`src/rtl/core/d2q9fc_pkg.sv`:
```
// ----------------------------------------------------------------------------
// d2q9fc_pkg
// Shared widths, constants, lattice directions and types for the forced
// D2Q9 collision node.
// ----------------------------------------------------------------------------
`default_nettype none

package d2q9fc_pkg;

    // fixed point and field widths
    localparam int FRAC_BITS = 16;
    localparam int POP_W     = 18;
    localparam int FRC_W     = 17;
    localparam int VEL_W     = 17;
    localparam int RHO_W     = 17;
    localparam int RATE_W    = 17;
    localparam int NDIR      = 9;
    localparam int RATE_RESET = 81920;

    // word layout, padded to whole bytes
    localparam int IN_BITS  = NDIR * POP_W + 2 * FRC_W;
    localparam int IN_W     = ((IN_BITS + 7) / 8) * 8;
    localparam int OUT_BITS = NDIR * POP_W + RHO_W + 2 * VEL_W;
    localparam int OUT_W    = ((OUT_BITS + 7) / 8) * 8;

    // limits
    localparam int POP_MAX = (1 << (POP_W - 1)) - 1;
    localparam int POP_MIN = -(1 << (POP_W - 1));
    localparam int RHO_MAX = (1 << RHO_W) - 1;
    localparam int VEL_LIM = 1 << (VEL_W - 1);
    localparam int VEL_MAX = VEL_LIM - 1;
    localparam int ONE_Q   = 1 << FRAC_BITS;

    // moments and velocity divider
    localparam int SUM_W   = POP_W + 4;
    localparam int NUM_W   = POP_W + 5;
    localparam int MAG_W   = NUM_W - 1;
    localparam int QBITS   = VEL_W;
    localparam int DIVN_W  = MAG_W + FRAC_BITS + 1;
    localparam int DIVD_W  = RHO_W + 1;
    localparam int DIV_LAT = QBITS + 1;

    // shared products
    localparam int PROD_W = VEL_W + FRC_W;
    localparam int UV_W   = 2 * VEL_W + 1;
    localparam int UF_W   = PROD_W + 2 - FRAC_BITS;

    // lane depth
    localparam int LANE_LAT = 8;

    // lattice weights rounded to nearest
    localparam int WGT_W  = 16;
    localparam int W_REST = ((4 << FRAC_BITS) + 4) / 9;
    localparam int W_AXIS = ((1 << FRAC_BITS) + 4) / 9;
    localparam int W_DIAG = ((1 << FRAC_BITS) + 18) / 36;

    typedef logic signed [POP_W-1:0] t_pop;
    typedef logic signed [FRC_W-1:0] t_frc;
    typedef logic signed [VEL_W-1:0] t_vel;
    typedef logic        [RHO_W-1:0] t_rho;

    // direction and weight of one lane
    typedef struct packed {
        logic signed [1:0]  dx;
        logic signed [1:0]  dy;
        logic [WGT_W-1:0]   wgt;
    } t_dir;

    // node quantities common to all lanes
    typedef struct packed {
        t_vel                   ux;
        t_vel                   uy;
        logic signed [UV_W-1:0] uv;
        logic signed [UF_W-1:0] uf;
        t_rho                   rho;
        t_frc                   fx;
        t_frc                   fy;
    } t_lane_in;

    // node data carried alongside the divider
    typedef struct packed {
        logic [NDIR-1:0][POP_W-1:0] f;
        t_frc                       fx;
        t_frc                       fy;
        t_rho                       rho;
    } t_side;

    // results carried alongside the lanes
    typedef struct packed {
        t_rho rho;
        t_vel ux;
        t_vel uy;
    } t_node_out;

    function automatic t_dir lane_dir(input int k);
        t_dir d;
        d.dx  = (k == 1 || k == 5 || k == 8) ? 2'sd1 :
                (k == 3 || k == 6 || k == 7) ? -2'sd1 : 2'sd0;
        d.dy  = (k == 2 || k == 5 || k == 6) ? 2'sd1 :
                (k == 4 || k == 7 || k == 8) ? -2'sd1 : 2'sd0;
        d.wgt = (k == 0) ? WGT_W'(W_REST) : ((k < 5) ? WGT_W'(W_AXIS) : WGT_W'(W_DIAG));
        return d;
    endfunction

endpackage

`default_nettype wire

```
`src/rtl/core/d2q9fc_div.sv`:
```
// ----------------------------------------------------------------------------
// d2q9fc_div
// Pipelined restoring divider for one velocity component: rounded
// num / (2 rho), one quotient bit per stage, saturated to the velocity range.
// ----------------------------------------------------------------------------
`default_nettype none

module d2q9fc_div
    import d2q9fc_pkg::*;
(
    input  logic                    i_clk,
    input  logic                    i_en,
    input  logic signed [NUM_W-1:0] i_num,
    input  t_rho                    i_rho,
    output t_vel                    o_vel
);

    logic signed [NUM_W-1:0] abs_c;
    logic [MAG_W-1:0]        mag_c;
    logic [DIVN_W-1:0]       n_c;
    logic [DIVD_W-1:0]       d_c;

    logic [DIVN_W-1:0] r_n    [0:QBITS];
    logic [DIVD_W-1:0] r_d    [0:QBITS];
    logic [QBITS-1:0]  r_q    [0:QBITS];
    logic              r_neg  [0:QBITS];
    logic              r_zero [0:QBITS];
    logic              r_ovf  [0:QBITS];

    logic [QBITS-1:0] q_c;
    logic [QBITS-1:0] mq_c;
    logic             sat_c;

    // magnitude, rounded numerator and divisor
    assign abs_c = i_num[NUM_W-1] ? -i_num : i_num;
    assign mag_c = abs_c[MAG_W-1:0];
    assign n_c   = DIVN_W'({mag_c, {FRAC_BITS{1'b0}}}) + DIVN_W'(i_rho);
    assign d_c   = {i_rho, 1'b0};

    // entry stage with overflow check
    always_ff @(posedge i_clk) begin
        if (i_en) begin
            r_n[0]    <= n_c;
            r_d[0]    <= d_c;
            r_q[0]    <= '0;
            r_neg[0]  <= i_num[NUM_W-1];
            r_zero[0] <= (i_rho == '0);
            r_ovf[0]  <= (n_c >= DIVN_W'({d_c, {QBITS{1'b0}}}));
        end
    end

    // one quotient bit per stage, msb first
    for (genvar s = 1; s <= QBITS; s++) begin : g_bit
        localparam int B = QBITS - s;
        logic [DIVN_W:0] trial;
        assign trial = {1'b0, r_n[s-1]} - ((DIVN_W + 1)'(r_d[s-1]) << B);

        always_ff @(posedge i_clk) begin
            if (i_en) begin
                if (!trial[DIVN_W]) begin
                    r_n[s] <= trial[DIVN_W-1:0];
                    r_q[s] <= r_q[s-1] | (QBITS'(1) << B);
                end else begin
                    r_n[s] <= r_n[s-1];
                    r_q[s] <= r_q[s-1];
                end
                r_d[s]    <= r_d[s-1];
                r_neg[s]  <= r_neg[s-1];
                r_zero[s] <= r_zero[s-1];
                r_ovf[s]  <= r_ovf[s-1];
            end
        end
    end

    // saturate and apply sign
    assign q_c   = r_q[QBITS];
    assign sat_c = r_ovf[QBITS] || (q_c > QBITS'(VEL_LIM));
    assign mq_c  = sat_c ? QBITS'(VEL_LIM) : q_c;

    always_comb begin
        if (r_zero[QBITS]) begin
            o_vel = '0;
        end else if (r_neg[QBITS]) begin
            o_vel = -mq_c;
        end else if (mq_c >= QBITS'(VEL_LIM)) begin
            o_vel = VEL_W'(VEL_MAX);
        end else begin
            o_vel = mq_c;
        end
    end

endmodule

`default_nettype wire

```
`config.mk`:
```
export PLATFORM = sky130hd
export DESIGN_NAME = d2q9fc_div
export DESIGN_NICKNAME = d
export VERILOG_FILES = /design/src/rtl/core/d2q9fc_pkg.sv /design/src/rtl/core/d2q9fc_div.sv
export SDC_FILE = /design/constraint.sdc
export NUM_CORES = 2
export LEC_CHECK = 0
export BUFFER_PORTS_ARGS = -buffer_cell sky130_fd_sc_hd__buf_2
export CORE_AREA = 2 2 340 342
export CTS_BUF_LIST = sky130_fd_sc_hd__clkbuf_16
export CTS_CLUSTER_DIAMETER = 120
export CTS_CLUSTER_SIZE = 28
export DETAILED_ROUTE_END_ITERATION = 8
export DIE_AREA = 0 0 342 344
export GPL_ROUTABILITY_DRIVEN = 0
export PLACE_DENSITY = 0.71
export SYNTH_ARGS = -nofsm -noshare
export SYNTH_HDL_FRONTEND = slang
export SYNTH_SLANG_ARGS = --single-unit
```
`constraint.sdc`:
```
create_clock -name i_clk -period 3.58 [get_ports i_clk]
set_input_delay 0.179 -clock i_clk [delete_from_list [all_inputs] [get_ports i_clk]]
set_output_delay 0.179 -clock i_clk [all_outputs]
set_load 0.005 [all_outputs]
```
* After elaboration in Yosys (flattened, before gate mapping)
Memories as Yosys holds them, arrays and structs flattened.
Index checks and enable logic that the tools add are counted.
** Word-level totals
- RAM bits :: 1386
- Memories kept :: 6
- Input bits :: 42
- Bits in registers :: 0
** Cells by class
- $lt $le $gt $ge :: 3
- Bitwise gates (word level) :: 34
- Reductions and logical operators :: 2
- Add/sub/neg operators :: 20
- Multiplexer cells :: 143
** Memory list
- r_n :: words 18, bits a word 39, rd ports 17, clocked after memory_dff 0, write ports 18, RTL line d2q9fc_div.sv:23 : logic [DIVN_W-1:0] r_n [0:QBITS];
- r_d :: words 18, bits a word 18, rd ports 17, clocked after memory_dff 0, write ports 18, RTL line d2q9fc_div.sv:24 : logic [DIVD_W-1:0] r_d [0:QBITS];
- r_q :: words 18, bits a word 17, rd ports 18, clocked after memory_dff 0, write ports 18, RTL line d2q9fc_div.sv:25 : logic [QBITS-1:0] r_q [0:QBITS];
- r_neg :: words 18, bits a word 1, rd ports 18, clocked after memory_dff 0, write ports 18, RTL line d2q9fc_div.sv:26 : logic r_neg [0:QBITS];
- r_ovf :: words 18, bits a word 1, rd ports 18, clocked after memory_dff 0, write ports 18, RTL line d2q9fc_div.sv:28 : logic r_ovf [0:QBITS];
- r_zero :: words 18, bits a word 1, rd ports 18, clocked after memory_dff 0, write ports 18, RTL line d2q9fc_div.sv:27 : logic r_zero [0:QBITS];
** Operators by type and width (count)
- 39-bit two-way mux :: 17
- 17-bit two-way mux :: 21
- 1-bit two-way mux :: 104
- 39-bit by 18-bit subtractor with 40-bit output :: 1
- 39-bit by 19-bit subtractor with 40-bit output :: 1
- 39-bit by 20-bit subtractor with 40-bit output :: 1
- 39-bit by 21-bit subtractor with 40-bit output :: 1
- 39-bit by 22-bit subtractor with 40-bit output :: 1
- 39-bit by 23-bit subtractor with 40-bit output :: 1
- 39-bit by 24-bit subtractor with 40-bit output :: 1
- 39-bit by 25-bit subtractor with 40-bit output :: 1
- 39-bit by 26-bit subtractor with 40-bit output :: 1
- 39-bit by 27-bit subtractor with 40-bit output :: 1
- 39-bit by 28-bit subtractor with 40-bit output :: 1
- 39-bit by 29-bit subtractor with 40-bit output :: 1
- 39-bit by 30-bit subtractor with 40-bit output :: 1
- 39-bit by 31-bit subtractor with 40-bit output :: 1
- 39-bit by 32-bit subtractor with 40-bit output :: 1
- 39-bit by 33-bit subtractor with 40-bit output :: 1
- 39-bit by 34-bit subtractor with 40-bit output :: 1
- 38-bit by 17-bit adder with 39-bit output :: 1
- 39-bit by 35-bit >= comparator with 1-bit output :: 1
- 1-bit bitwise OR :: 34
- 22-bit two-way mux :: 1
- other kinds (6) :: 6

* Depth between registers and ports, before layout
An unclocked memory read counts as a cell.
- Depth in word-level cells :: 8
- Depth in mapped cells :: 18

* Worst setup path before layout
OpenSTA, ideal clock, no wires.
- Path kind :: input port to flip-flop
- Start point :: in i_num[22]
- End point :: mem r_ovf[0], data pin
- Required time :: 3315 ps
- Setup slack :: -359 ps
- Arrival time :: 3673 ps
- Cell stages on the path :: 18
- Setup time :: 265 ps
- Buffers on the path :: 3
- Cell sequence :: clkbuf_1 > clkbuf_1 > clkbuf_1 > nand2_1 > nand2_1 > ha_1 > or4b_1 > nand3b_1 > nor2_1 > nor2_1 > o22ai_1 > xnor2_1 > ha_1 > a21o_1 > a21o_1 > a21oi_1 > nand3_1 > or3_1
** RTL lines
- start, declared :: RTL line d2q9fc_div.sv:13 : input logic signed [NUM_W-1:0] i_num,
- end, declared :: RTL line d2q9fc_div.sv:28

==> out/qor.yml <==
setup_path:
  cp_max_fo: 6
  cp.required_ns: 3.40
  crit_type: "reg2out"
  critical_path_arrival_ns: 3.50
  endpoint_kind: "primary output"
  startpoint_type: "flop"
grt:
  antenna_found_initial: 0
  grt_pass1_wl_um: 160000
  grt.total_usage_pct: 16.3
  grt_pass1_vias: 34731
  overflow: 0
  grt_max_degree: 171
floorplanning:
  initial_utilization_pct: 49.6
  die_h_um: 344
  die_x_um: 342
  fp-row-count: 124
  ios: 59
  fp.dieArea_um2: 118000
  core_area_um2: 114000
clocking:
  cts_max_path_buffers: 3
  clockRootBuffer: "clkbuf_16"
  cts_buffers: 46
  clkTransAtPathRegs_ns: 0.11
  clock_sinks: 1127
  cts_max_level: 2
  clk_latency_ns: 0.68
  cts_tree: "yes"
detailed_routing:
  drt_iter0_drc: 1763
  wire_per_inst_um: 15.2
  drtPass1Iterations: 7
  ant_nets: 0
  vias: 34614
  drt_wl_total_um: 97000
  drc: 0
  avgViaCountPerCell: 5.43
sta:
  fmax_mhz: 272
  fin_ws_ns: -0.0979
  maxSlewViolCount: 0
  setup_violations: 6
  worst_slew_pin_slew_ns: 0.888
  finalClockSkew_ns: 0.0353
  rsz0062_at_grt: "true"
  tns_ns: -0.332
  layout_min_cycle_time_ns: 3.68
  slew_headroom_pct: 40.8
  finalHoldViolCount: 0
  hold_slack_ns: 0.0762
  fin_crit_sh_pct: 103
yosys:
  async_flop_share_pct: 0
  synthFlopType: "edfxtp_1"
  netlist.top_cell.by_area: "edfxtp_1"
  syn_area_um2: 56500
  synth_top_cell_area_share_pct: 59.9
  ys_ff_latch: 1127
  syn_inst: 4627
  syn-num-nets: 4994
  ys_warn_count: 0
  avgSynthCellArea_um2: 12.2
  synth-edff-count: 1127
  synth.area.top_cells: "edfxtp_1 (60%), ha_1 (6.8%), xnor2_1 (3.5%)"
  ys_seq_area_share_pct: 59.9
  synth.distinct_cells: 91
final_layout:
  drive_gt1_share_pct: 9.16
  layout.nets: 5221
  area_growth_pct: 9.11
  fillers: 9206
  insertedDiodeCount: 0
hold_path:
  holdCritPathClass: "in2reg"
placement:
  port_buffers: 58
  post-dp-hpwl_um: 71800
  preCtsSetupSlack_ns: -0.415
run_status:
  violations: "setup timing"
  status: "complete, but fails checks"
pwr:
  p_per_area_nw_per_um2: 608
  irDropWorstVdd_mv: 0.379
  p_total_w: 0.0375
  power_leakage_nw: 23.1
job:
  cap_violations: 0
## flip-flops by register name, indices dropped and copies added (netlist names)
register  flops
r_zero       18
r_neg        18
r_q         153
r_n         647
r_d         273
r_ovf        18
## what timing repair did
| item | 4_1_cts | 5_1_grt |
|---|---|---|
| setup buffers | 12 | 11 |
| hold endpoints to repair | 46 | 0 |
| pin swaps | 20 | 8 |
| setup endpoints to repair | 20 | 73 |
| gates resized for setup | 25 | 33 |
| hold buffers | 25 | 0 |
## Yosys cell counts (12+ instances only)
| cell | instances |
|---|---|
| o21bai_1 | 16 |
| a21o_1 | 74 |
| a31oi_1 | 27 |
| and2_1 | 12 |
| o21ai_0 | 304 |
| and3_1 | 18 |
| ha_1 | 309 |
| nor2_1 | 272 |
| inv_1 | 392 |
| xor2_1 | 199 |
| a21oi_1 | 240 |
| fa_1 | 16 |
| or2_2 | 21 |
| nand3_1 | 68 |
| edfxtp_1 | 1127 |
| nand4_1 | 21 |
| xnor2_1 | 223 |
| nor2b_1 | 54 |
| buf_2 | 12 |
| clkbuf_1 | 81 |
| nor3_1 | 122 |
| a211oi_1 | 28 |
| or3_1 | 61 |
| nor3b_1 | 13 |
| nand2_1 | 354 |
| nor4_1 | 53 |
| o41ai_1 | 12 |
| or4_1 | 20 |
| o21a_1 | 67 |
| nand3b_1 | 28 |
| mux2_2 | 43 |
| o31a_1 | 20 |
| nand2b_1 | 83 |
| o211ai_1 | 17 |
| o31ai_1 | 43 |
## worst max-delay path, stage by stage, from the launching register on
cell	delay, ns
edfxtp_1	0.41
nor3_2	0.23
nand2_2	0.09
or4_4	0.49
or3_4	0.36
a21oi_4	0.19
buf_4	0.15
buf_6	0.09
buf_4	0.13
nand2_1	0.10
xor2_1	0.16
a221oi_1	0.26
buf_2	0.16
## area by class of cell
| cell class | instances | area [um2] | share of cell area [%] |
|---|---|---|---|
| inverters | 393 | 1480 | 2.39 |
| clock buffers | 46 | 1150 | 1.87 |
| multi-input cells | 3007 | 21000 | 34.1 |
| well taps | 1512 | 1890 | 3.07 |
| clock inverters | 5 | 80.1 | 0.130 |
| flip-flops and latches | 1127 | 33800 | 54.9 |
| repair buffers | 279 | 2160 | 3.50 |
## path summary, 6_finish.rpt
path	from	end	slack, ns	cells past startpoint
max	r_q[17][2]$_DFFE_PP_	o_vel[14]	-0.1	12
min	i_num[14]	r_n[0][30]$_DFFE_PP_	0.08	3
max reg2reg	r_d[2][2]$_DFFE_PP_	r_n[3][34]$_DFFE_PP_	0.10	11
min reg2reg	r_q[6][15]$_DFFE_PP_	r_q[7][15]$_DFFE_PP_	0.40	0
## kinds of logic after synthesis
group           synth area share (%)
buf+inv                         3.32
compound gates                  10.6
mux                             1.10
fa+ha+maj                       7.41
xor+xnor                        6.55
simple gates                    11.1
flops                           59.9
## cells in the final DEF (no fill, tap or decap), types with 117 or more instances in the layout
cell	synthesis	final
xor2_1	199	199
xnor2_1	223	222
ha_1	309	306
o21ai_0	304	293
nand2_1	354	351
nor3_1	122	117
buf_4	1	183
edfxtp_1	1127	1127
inv_1	392	391
a21oi_1	240	235
nor2_1	272	271
## through the flow
stage	area (um2)	utilization, %	instances
6_report	61600	54.1	6369
5_1_grt	61600	54.1	6369
4_1_cts	61400	53.9	6358
3_5_place_dp	59700	52.5	6270
3_3_place_gp	59700	52.5	6270
2_1_floorplan	56500	-	4627
## report_power, final
part           total, W  switching [W]  internal [W]  leakage (nW)
combinational    0.0123        0.00664       0.00570          11.7
clock           0.00612        0.00375       0.00237         0.605
sequential       0.0190        0.00130        0.0177          10.9
## per-layer routing
layer / up-vias / share of wire, % / GRT usage, %
met4: 0 / 3.8 / 6.33
met5: - / 0 / 0
met1: 16508 / 37 / 16.0
met3: 239 / 2.5 / 1.92
met2: 531 / 57 / 33.9
li1: 17336 / - / -
No activity file was read; power rests on OpenSTA's default activity.
